### src/rtl/mrf_pkg.sv
`default_nettype none
package mrf_pkg;

  // Modbus function codes and fixed frame fields
  localparam logic [7:0]  FuncReadHolding   = 8'h03;
  localparam logic [7:0]  FuncWriteMultiple = 8'h10;
  localparam logic [7:0]  WriteByteCount    = 8'h02;
  localparam logic [7:0]  CountHigh         = 8'h00;
  localparam logic [7:0]  CountLow          = 8'h01;

  // CRC-16/MODBUS
  localparam logic [15:0] CrcPoly = 16'hA001;
  localparam logic [15:0] CrcInit = 16'hFFFF;

  // Opcode values
  localparam logic        OpRead  = 1'b0;
  localparam logic        OpWrite = 1'b1;

  // Byte position of the final byte per frame type
  localparam logic [3:0]  LastRdIdx = 4'd7;
  localparam logic [3:0]  LastWrIdx = 4'd10;

  // Register map
  localparam logic        RegSlaveAddr = 1'b0;

  typedef struct packed {
    logic        opcode;
    logic [15:0] register_address;
    logic [15:0] write_value;
  } request_t;

  typedef struct packed {
    logic [7:0] frame_byte;
    logic       last_byte;
  } result_t;

  typedef enum logic {
    ST_IDLE,
    ST_EMIT
  } ctrl_state_e;

  typedef enum logic [3:0] {
    SEL_ADDR,
    SEL_FUNC,
    SEL_REG_HI,
    SEL_REG_LO,
    SEL_CNT_HI,
    SEL_CNT_LO,
    SEL_BYTE_CNT,
    SEL_VAL_HI,
    SEL_VAL_LO,
    SEL_CRC_LO,
    SEL_CRC_HI
  } byte_sel_e;

  typedef struct packed {
    logic      load;
    logic      emit;
    logic      last;
    byte_sel_e sel;
  } dp_cmd_t;

  typedef struct packed {
    logic is_write;
  } dp_status_t;

  // Fold one byte into the CRC, LSB first
  function automatic logic [15:0] crc_byte(input logic [15:0] crc, input logic [7:0] data);
    logic [15:0] acc;
    acc = crc ^ {8'h00, data};
    for (int b = 0; b < 8; b++) begin
      if (acc[0]) begin
        acc = (acc >> 1) ^ CrcPoly;
      end else begin
        acc = acc >> 1;
      end
    end
    return acc;
  endfunction

endpackage
`default_nettype wire

### src/rtl/mrf_ctrl.sv
`default_nettype none
module mrf_ctrl (
  input  wire logic                clk_i,
  input  wire logic                rst_ni,
  input  wire logic                start_i,
  input  wire mrf_pkg::dp_status_t status_i,
  output      logic                busy_o,
  output      mrf_pkg::dp_cmd_t    cmd_o
);
  import mrf_pkg::*;

  ctrl_state_e state_q, state_d;
  logic [3:0]  idx_q, idx_d;
  logic        last;
  logic        load;
  byte_sel_e   sel;

  // Flag the final byte of the current frame
  assign last = (state_q == ST_EMIT) &&
                (status_i.is_write ? (idx_q == LastWrIdx) : (idx_q == LastRdIdx));

  // Take a new request while idle or while the final byte goes out
  assign busy_o = (state_q == ST_EMIT) && !last;
  assign load   = start_i && !busy_o;

  // Map byte position to the field that fills it
  always_comb begin
    case (idx_q)
      4'd0:    sel = SEL_ADDR;
      4'd1:    sel = SEL_FUNC;
      4'd2:    sel = SEL_REG_HI;
      4'd3:    sel = SEL_REG_LO;
      4'd4:    sel = SEL_CNT_HI;
      4'd5:    sel = SEL_CNT_LO;
      4'd6:    sel = status_i.is_write ? SEL_BYTE_CNT : SEL_CRC_LO;
      4'd7:    sel = status_i.is_write ? SEL_VAL_HI : SEL_CRC_HI;
      4'd8:    sel = SEL_VAL_LO;
      4'd9:    sel = SEL_CRC_LO;
      default: sel = SEL_CRC_HI;
    endcase
  end

  // Next state and commands
  always_comb begin
    state_d = state_q;
    idx_d   = idx_q;
    if (load) begin
      state_d = ST_EMIT;
      idx_d   = 4'd0;
    end else if (state_q == ST_EMIT) begin
      if (last) begin
        state_d = ST_IDLE;
        idx_d   = 4'd0;
      end else begin
        idx_d = idx_q + 4'd1;
      end
    end
    cmd_o.load = load;
    cmd_o.emit = (state_q == ST_EMIT);
    cmd_o.last = last;
    cmd_o.sel  = sel;
  end

  // Hold state and byte position
  always_ff @(posedge clk_i or negedge rst_ni) begin
    if (!rst_ni) begin
      state_q <= ST_IDLE;
      idx_q   <= 4'd0;
    end else begin
      state_q <= state_d;
      idx_q   <= idx_d;
    end
  end

  a_idx_range: assert property (@(posedge clk_i) disable iff (!rst_ni)
    idx_q <= LastWrIdx)
    else $error("byte position out of range");

  a_load_restart: assert property (@(posedge clk_i) disable iff (!rst_ni)
    load |=> (state_q == ST_EMIT) && (idx_q == 4'd0))
    else $error("request load did not restart the frame");

  a_last_ends: assert property (@(posedge clk_i) disable iff (!rst_ni)
    (last && !start_i) |=> (state_q == ST_IDLE))
    else $error("frame did not end after its final byte");

  a_crc_hi_last: assert property (@(posedge clk_i) disable iff (!rst_ni)
    ((state_q == ST_EMIT) && (sel == SEL_CRC_HI)) |-> last)
    else $error("CRC high byte not flagged as final");

endmodule
`default_nettype wire

### src/rtl/mrf_dp.sv
`default_nettype none
module mrf_dp (
  input  wire logic                clk_i,
  input  wire logic                rst_ni,
  input  wire mrf_pkg::request_t   request_i,
  input  wire logic [7:0]          slave_addr_i,
  input  wire mrf_pkg::dp_cmd_t    cmd_i,
  output      mrf_pkg::dp_status_t status_o,
  output      mrf_pkg::result_t    result_o,
  output      logic                result_strobe_o
);
  import mrf_pkg::*;

  request_t    req_q;
  logic [15:0] crc_q, crc_d;
  logic [7:0]  byte_d;
  logic        is_crc;
  result_t     res_q;
  logic        strobe_q;

  assign status_o.is_write = (req_q.opcode == OpWrite);

  // Select the byte for the current position
  always_comb begin
    is_crc = 1'b0;
    case (cmd_i.sel)
      SEL_ADDR:     byte_d = slave_addr_i;
      SEL_FUNC:     byte_d = (req_q.opcode == OpWrite) ? FuncWriteMultiple : FuncReadHolding;
      SEL_REG_HI:   byte_d = req_q.register_address[15:8];
      SEL_REG_LO:   byte_d = req_q.register_address[7:0];
      SEL_CNT_HI:   byte_d = CountHigh;
      SEL_CNT_LO:   byte_d = CountLow;
      SEL_BYTE_CNT: byte_d = WriteByteCount;
      SEL_VAL_HI:   byte_d = req_q.write_value[15:8];
      SEL_VAL_LO:   byte_d = req_q.write_value[7:0];
      SEL_CRC_LO: begin
        byte_d = crc_q[7:0];
        is_crc = 1'b1;
      end
      default: begin
        byte_d = crc_q[15:8];
        is_crc = 1'b1;
      end
    endcase
  end

  // Reseed on load, fold each data byte while emitting
  always_comb begin
    crc_d = crc_q;
    if (cmd_i.load) begin
      crc_d = CrcInit;
    end else if (cmd_i.emit && !is_crc) begin
      crc_d = crc_byte(crc_q, byte_d);
    end
  end

  // Capture the request and advance the CRC
  always_ff @(posedge clk_i) begin
    if (cmd_i.load) begin
      req_q <= request_i;
    end
    crc_q <= crc_d;
    res_q.frame_byte <= byte_d;
    res_q.last_byte  <= cmd_i.last;
  end

  // Strobe each emitted byte for one cycle
  always_ff @(posedge clk_i or negedge rst_ni) begin
    if (!rst_ni) begin
      strobe_q <= 1'b0;
    end else begin
      strobe_q <= cmd_i.emit;
    end
  end

  assign result_o        = res_q;
  assign result_strobe_o = strobe_q;

endmodule
`default_nettype wire

### src/rtl/modbus_rtu_request_framer.sv
`default_nettype none
// Modbus RTU request framer. Pulse start with a request while busy is low; the
// frame comes out one byte per clock on result_o, each byte marked by
// result_strobe_o for exactly one cycle, the first byte leaving the output
// register after the request is registered, with last_byte set on the CRC high
// byte. The receiver cannot stall the byte stream, so it must take a byte in
// every strobed cycle. A read request yields 8 bytes and a write request 11;
// the byte sequencer frees busy while the final byte is formed, so a new
// request can follow back to back. The CRC-16/MODBUS is folded in one byte per
// cycle alongside the output. The slave address register (reset 1) sits at
// APB address 0 and should be written only while no frame is in flight.
module modbus_rtu_request_framer (
  input  wire logic              clk_i,
  input  wire logic              rst_ni,
  input  wire logic              start,
  output      logic              busy,
  input  wire mrf_pkg::request_t request_i,
  output      mrf_pkg::result_t  result_o,
  output      logic              result_strobe_o,
  input  wire logic              psel,
  input  wire logic              penable,
  input  wire logic              pwrite,
  input  wire logic [2:0]        paddr,
  input  wire logic [31:0]       pwdata,
  output      logic [31:0]       prdata,
  output      logic              pready
);
  import mrf_pkg::*;

  logic [7:0] slave_addr_q;
  logic       reg_sel;
  logic       cfg_wr;
  dp_cmd_t    cmd;
  dp_status_t status;

  // Decode the register port
  assign pready  = 1'b1;
  assign reg_sel = (paddr[2] == RegSlaveAddr);
  assign cfg_wr  = psel && penable && pwrite && pready && reg_sel;
  assign prdata  = reg_sel ? {24'h000000, slave_addr_q} : 32'h0;

  // Hold the slave address
  always_ff @(posedge clk_i or negedge rst_ni) begin
    if (!rst_ni) begin
      slave_addr_q <= 8'd1;
    end else if (cfg_wr) begin
      slave_addr_q <= pwdata[7:0];
    end
  end

  mrf_ctrl u_ctrl (
    .clk_i    (clk_i),
    .rst_ni   (rst_ni),
    .start_i  (start),
    .status_i (status),
    .busy_o   (busy),
    .cmd_o    (cmd)
  );

  mrf_dp u_dp (
    .clk_i           (clk_i),
    .rst_ni          (rst_ni),
    .request_i       (request_i),
    .slave_addr_i    (slave_addr_q),
    .cmd_i           (cmd),
    .status_o        (status),
    .result_o        (result_o),
    .result_strobe_o (result_strobe_o)
  );

endmodule
`default_nettype wire

### config.mk
export PLATFORM = sky130hd
export DESIGN_NAME = modbus_rtu_request_framer
export DESIGN_NICKNAME = d
export VERILOG_FILES = /design/src/rtl/mrf_pkg.sv /design/src/rtl/mrf_ctrl.sv /design/src/rtl/mrf_dp.sv /design/src/rtl/modbus_rtu_request_framer.sv
export SDC_FILE = /design/constraint.sdc
export NUM_CORES = 1
export LEC_CHECK = 0
export ABC_AREA = 1
export BUFFER_PORTS_ARGS = -buffer_cell sky130_fd_sc_hd__buf_4
export CORE_MARGIN = 1.5
export CORE_UTILIZATION = 25
export DETAILED_ROUTE_END_ITERATION = 8
export PLACE_DENSITY = 0.42
export REMOVE_ABC_BUFFERS = 1
export SYNTH_ARGS = -nofsm -noshare
export SYNTH_HDL_FRONTEND = slang
export SYNTH_HIERARCHICAL = 1
export SYNTH_SLANG_ARGS = --single-unit
### constraint.sdc
create_clock -name clk_i -period 3.7 [get_ports clk_i]
set_clock_uncertainty 0.15 [all_clocks]
set_input_delay 0.185 -clock clk_i [delete_from_list [all_inputs] [get_ports clk_i]]
set_output_delay 0.185 -clock clk_i [all_outputs]
set_load 0.03 [all_outputs]
==> results.sh, run 1 <==
export IMPL_status="finished, final reports clean"
export IMPL_hold_path_class="input pin to flop"
export IMPL_gp_congestion=0.770
export IMPL_cts_root_buf="clkbuf_16"
export IMPL_core_area_um2=15800
export IMPL_num_fill_cells=1665
export IMPL_synth_area_um2=4040
export IMPL_ys_types=35
export IMPL_htree_levels=3
export IMPL_route_detailed_drc=0
export IMPL_drt_first_pass_iters=4
export IMPL_numCtsBuffers=9
export IMPL_grt_pass1_vias=3417
export IMPL_clk_pin_slew_worst_paths_ns=0.06
export IMPL_die_area_um2=16900
export IMPL_ios=118
export IMPL_slowest_delay_ns=0.39
export IMPL_die_w_um=130
export IMPL_path_class="flop to flop"
export IMPL_clock_fmax_mhz=291
export IMPL_area_delta_synth_final_pct=37.3
export IMPL_cap_violations=0
export IMPL_antenna_found_initial=0
export IMPL_n_antenna_cell=0
export IMPL_clockBufferDepth=2
export IMPL_critPathCaptureType="flop"
export IMPL_cp_required_ns=3.78
export IMPL_cts_tree="done"
export IMPL_vias_per_cell=4.08
export IMPL_dp_hpwl_um=7590
export IMPL_fin_crit_ns=3.44
export IMPL_cts_sinks=72
export IMPL_synthArstFlopShare=0.194
export IMPL_synth_cells=503
export IMPL_die_h_um=130
export IMPL_grt_remaining_overflow=0
export IMPL_grt_use_total=0.128
export IMPL_synth_edf_count=33
export IMPL_portBuffers=66
export IMPL_cpMaxStageDelayCell="dfrtp_1"
export IMPL_drive_gt1_frac=0.266
export IMPL_wl_um=10200
export IMPL_path_common_cell="nand2_2"
export IMPL_place_ws_ns=-0.0854
export IMPL_grt_pass1_wl_um=16500
export IMPL_finalSetupViolCount=0
export IMPL_yosys_warnings=6
export IMPL_fin_nets=712
export IMPL_cp_arrival_ns=3.52
export IMPL_slew_viol_final=0
export IMPL_num_vias=3482
export IMPL_yosysSeqAreaShare=0.457
export IMPL_grt_max_degree=24
export IMPL_crit_path_start_kind="flop"
export IMPL_clock_latency_ns=0.34
export IMPL_avgRoutedWirePerCell_um=11.9
export IMPL_ant_nets=0
export IMPL_synth_ff_type="edfxtp_1"
export IMPL_rows=46
export IMPL_drt_iter0_drc=167
export IMPL_synth_area_per_cell_um2=8.02
export IMPL_period_share=0.929
export IMPL_fin_ws_ns=0.263
export IMPL_hold_viol_final=0
export IMPL_post_route_util=0.350
export IMPL_initial_core_util=0.255
export IMPL_worstPathCellList="buf_4, ha_1, or2_2, nand2_1, nand4_1, nand2_2, buf_4, o21ai_2, buf_6, buf_4, or2_2, nand2_2, nand2_1, nand2_2, nand2_2, nand2_2, nand2_1, nand2_2, nand2_4, nand3_1, nand3_2, nand3_2, nand2_1"
export IMPL_worstPathMaxFanout=10
export IMPL_synth_ff_latch_count=72
[critical path, delay by kind of cell, from the launching register on]
kind	cells	cell delay (ns)
compound gates	1	0.08
fa+ha+maj	1	0.19
buf+inv	4	0.59
flops	1	0.39
simple gates	17	1.88
[area by class of cell]
class,count,area (um2),area share
sequential,72,1840,0.333
multi-input combinational,359,1800,0.325
timing repair buffer,134,1120,0.202
tap,216,270,0.0488
clock buffer,10,239,0.0431
inverter,57,214,0.0386
clock inverter,6,58.8,0.0106
[path summary, 6_finish.rpt]
path,startpoint,end,slack [ns],depth (start not counted)
worst max-delay path,u_ctrl/idx_q[0],u_dp/crc_q[0],0.26,23
worst min-delay path,paddr[2],slave_addr_q[0],0.06,4
worst max register to register,u_ctrl/idx_q[0],u_dp/crc_q[0],0.26,23
worst min register to register,slave_addr_q[0],slave_addr_q[0],0.34,2
max in group asynchronous,rst_ni,slave_addr_q[0],3.09,2
min in group asynchronous,rst_ni,slave_addr_q[4],0.07,2
[routing by layer]
layer  global-route usage  vias to the layer above  share of wire
li1                     -                     1821              -
met1                0.158                     1556           0.47
met3               0.0316                       11          0.044
met5                    0                        -              0
met2                0.214                       94           0.46
met4               0.0490                        0          0.016
[cell usage after synthesis, types with 2 or more instances]
library cell,count,share of area
dfrtp_1,13,0.081
a21oi_1,12,0.015
inv_1,51,0.047
edfxtp_1,33,0.25
o21ai_1,4,0.0050
buf_6,6,0.017
nand3_1,57,0.071
nand2_2,24,0.037
conb_1,2,0.0019
ha_1,5,0.016
clkbuf_1,2,0.0019
or2_2,6,0.0093
o21ai_0,13,0.016
dfxtp_1,25,0.12
nand2_4,4,0.011
o211ai_1,9,0.017
nor2_2,9,0.014
nand2_1,135,0.13
buf_4,29,0.054
nand3_2,6,0.015
nor2_1,38,0.035
inv_2,5,0.0047
nand4_1,3,0.0047
[through the flow]
step | area, um2 | std cells | setup TNS, ns | hold slack, ns
6_report | 5540 | 854 | 0 | 0.0618
5_1_grt | 5540 | 854 | -0.0614 | 0.0817
4_1_cts | 5490 | 852 | 0 | 0.0535
3_5_place_dp | 4760 | 793 | -0.161 | -0.105
3_3_place_gp | 4760 | 793 | -0.103 | -0.106
2_1_floorplan | 3820 | 488 | 0 | -0.261
[timing repair]
action,in CTS,in global routing
resized for setup,1,9
pin swaps,0,3
setup buffers,0,2
setup endpoints to repair,2,3
hold buffers,43,0
hold endpoints to repair,56,0
[state kept, by name, summed over array words and instances (netlist names)]
register              flops
u_ctrl/idx_q              4
u_dp/status_o             1
u_dp/req_q               32
u_dp/result_strobe_o      1
u_ctrl/state_q            1
u_dp/crc_q               16
u_dp/result_o             9
slave_addr_q              8
[cell usage in the layout (no fill, tap or decap), types with 25 or more instances in the layout]
cell | synthesis | routed
dlygate4sd3_1 | 0 | 43
edfxtp_1 | 33 | 33
nand3_1 | 57 | 57
nor2_1 | 38 | 37
conb_1 | 2 | 25
nand2_1 | 135 | 132
nand2_2 | 24 | 27
buf_4 | 29 | 90
inv_1 | 51 | 50
dfxtp_1 | 25 | 25
[cells by family (layout without fill, tap and decap cells)]
| logic type | count (synthesis) | in the layout | synth area share |
|---|---|---|---|
| compound gates | 41 | 41 | 0.0592 |
| xor+xnor | 1 | 1 | 0.00217 |
| fa+ha+maj | 5 | 5 | 0.0155 |
| buf+inv | 95 | 207 | 0.127 |
| flops | 72 | 72 | 0.457 |
| other cells | 2 | 25 | 0.00186 |
| simple gates | 287 | 287 | 0.338 |
Power of run 1 is left out: the tool's default activity adds up to more than one toggle a clock period on the data nets, which glitch-free logic cannot reach.
==> run 2, diff against run 1 <==
- PLACE_DENSITY: 0.42 -> 0.43
- clock period: 3.7 -> 2.8 ns (I/O delays scaled with it)
==> results.sh, run 2 (synthesis gave the netlist of run 1 again) <==
export IMPL_holdWs_ns=0.0224
export IMPL_drt_first_pass_iters=6
export IMPL_violations="negative setup slack"
export IMPL_crit_path_start_kind="flop"
export IMPL_rsz0062_at_grt="true"
export IMPL_critPathCaptureType="flop"
export IMPL_die_area_um2=16900
export IMPL_ant_nets=0
export IMPL_hold_path_class="input pin to async pin"
export IMPL_cp_arrival_ns=3.36
export IMPL_finalSetupViolCount=11
export IMPL_grt_pass1_vias=3795
export IMPL_worstPathMaxFanout=6
export IMPL_grt_use_total=0.139
export IMPL_fin_crit_ns=3.28
export IMPL_clockBufferDepth=2
export IMPL_dp_cells=832
export IMPL_hold_viol_final=0
export IMPL_final_common_cell="buf_4"
export IMPL_clk_pin_slew_worst_paths_ns=0.06
export IMPL_ios=118
export IMPL_fin_nets=778
export IMPL_area_delta_synth_final_pct=63.3
export IMPL_gp_congestion=0.856
export IMPL_htree_levels=3
export IMPL_avgRoutedWirePerCell_um=12.3
export IMPL_tns_ns=-2.50
export IMPL_cap_violations=0
export IMPL_numCtsBuffers=9
export IMPL_clock_fmax_mhz=305
export IMPL_initial_core_util=0.255
export IMPL_core_area_um2=15800
export IMPL_vias_per_cell=4.20
export IMPL_wl_um=11300
export IMPL_slowest_delay_ns=0.44
export IMPL_rows=46
export IMPL_cts_tree="done"
export IMPL_largest_reg_flops=32
export IMPL_num_fill_cells=1622
export IMPL_layout_common_cells="138 x buf_4, 89 x nand2_1, 53 x nand2_2, 45 x nand3_1, 44 x dlygate4sd3_1"
export IMPL_antenna_found_initial=0
export IMPL_die_w_um=130
export IMPL_drt_iter0_drc=178
export IMPL_top_register="u_dp/req_q"
export IMPL_grt_pass1_wl_um=18000
export IMPL_status="finished with violations"
export IMPL_dp_hpwl_um=8040
export IMPL_grt_remaining_overflow=0
export IMPL_period_share=1.17
export IMPL_place_ws_ns=-0.587
export IMPL_grt_max_degree=19
export IMPL_cts_sinks=72
export IMPL_slew_viol_final=0
export IMPL_cp_required_ns=2.88
export IMPL_portBuffers=66
export IMPL_drive_gt1_frac=0.470
export IMPL_path_common_cell="nand2_4"
export IMPL_num_vias=3863
export IMPL_path_class="flop to flop"
export IMPL_die_h_um=130
export IMPL_fin_ws_ns=-0.483
export IMPL_cts_root_buf="clkbuf_16"
export IMPL_cpMaxStageDelayCell="dfrtp_2"
export IMPL_n_antenna_cell=0
export IMPL_route_detailed_drc=0
export IMPL_clock_latency_ns=0.34
export IMPL_fin_cells=920
==> run 2: cell count changes in the layout (fill, tap and decap cells not counted), sizes merged <==
cell / delta
dlygate4sd3: +1
inv: +1
clkinvlp: +1
clkinv: -3
bufinv: +1
buf: +65
==> run 2: repair_timing <==
item,CTS,global route
hold endpoints to repair,60,0
setup endpoints to repair,11,11
gates resized for setup,75,94
hold buffers,44,0
cloned,1,1
pin swaps,21,49
setup buffers,14,15
==> run 2: cell type report <==
| type | count | area, um2 | area share |
|---|---|---|---|
| clock buffer | 10 | 239 | 0.0363 |
| clock inverter | 6 | 91.3 | 0.0139 |
| inverter | 57 | 219 | 0.0332 |
| multi-input combinational | 359 | 2240 | 0.339 |
| sequential | 72 | 1840 | 0.280 |
| tap | 216 | 270 | 0.0410 |
| timing repair buffer | 200 | 1690 | 0.256 |
==> run 2: final timing paths <==
kind                       cells after the start               to  slack [ns]             from
setup / recovery                              26    u_dp/crc_q[0]       -0.48  u_ctrl/idx_q[0]
hold / removal                                 2  u_ctrl/idx_q[0]        0.02           rst_ni
setup reg to reg                              26    u_dp/crc_q[0]       -0.48  u_ctrl/idx_q[0]
hold reg to reg                                2  slave_addr_q[0]        0.33  slave_addr_q[0]
max in group asynchronous                      2  slave_addr_q[0]        2.24           rst_ni
min in group clk_i                             4  slave_addr_q[5]        0.05         paddr[2]
==> run 2: per-stage QoR <==
step / util / instance area [um2]
global route: 0.416 / 6590
finish: 0.416 / 6590
detailed placement: 0.320 / 5070
floorplan: - / 3820
CTS: 0.390 / 6180
global placement: 0.320 / 5070
==> run 2: metal layers <==
metal | global-route usage | vias to the layer above | share of wire
li1 | - | 1952 | -
met1 | 0.172 | 1790 | 0.45
met2 | 0.230 | 105 | 0.48
met5 | 0 | - | 0
met3 | 0.0287 | 16 | 0.039
met4 | 0.0686 | 0 | 0.025
==> run 2: critical path: cells and delay by family (launching register included) <==
family                     cells  cell delay [ns]
buffers and inverters          4             0.48
and+or+nand+nor               19             1.67
AOI/OAI and AO/OA              2             0.23
DFF                            1             0.44
adders and majority gates      1             0.16
Power of run 2 is left out for the same reason.
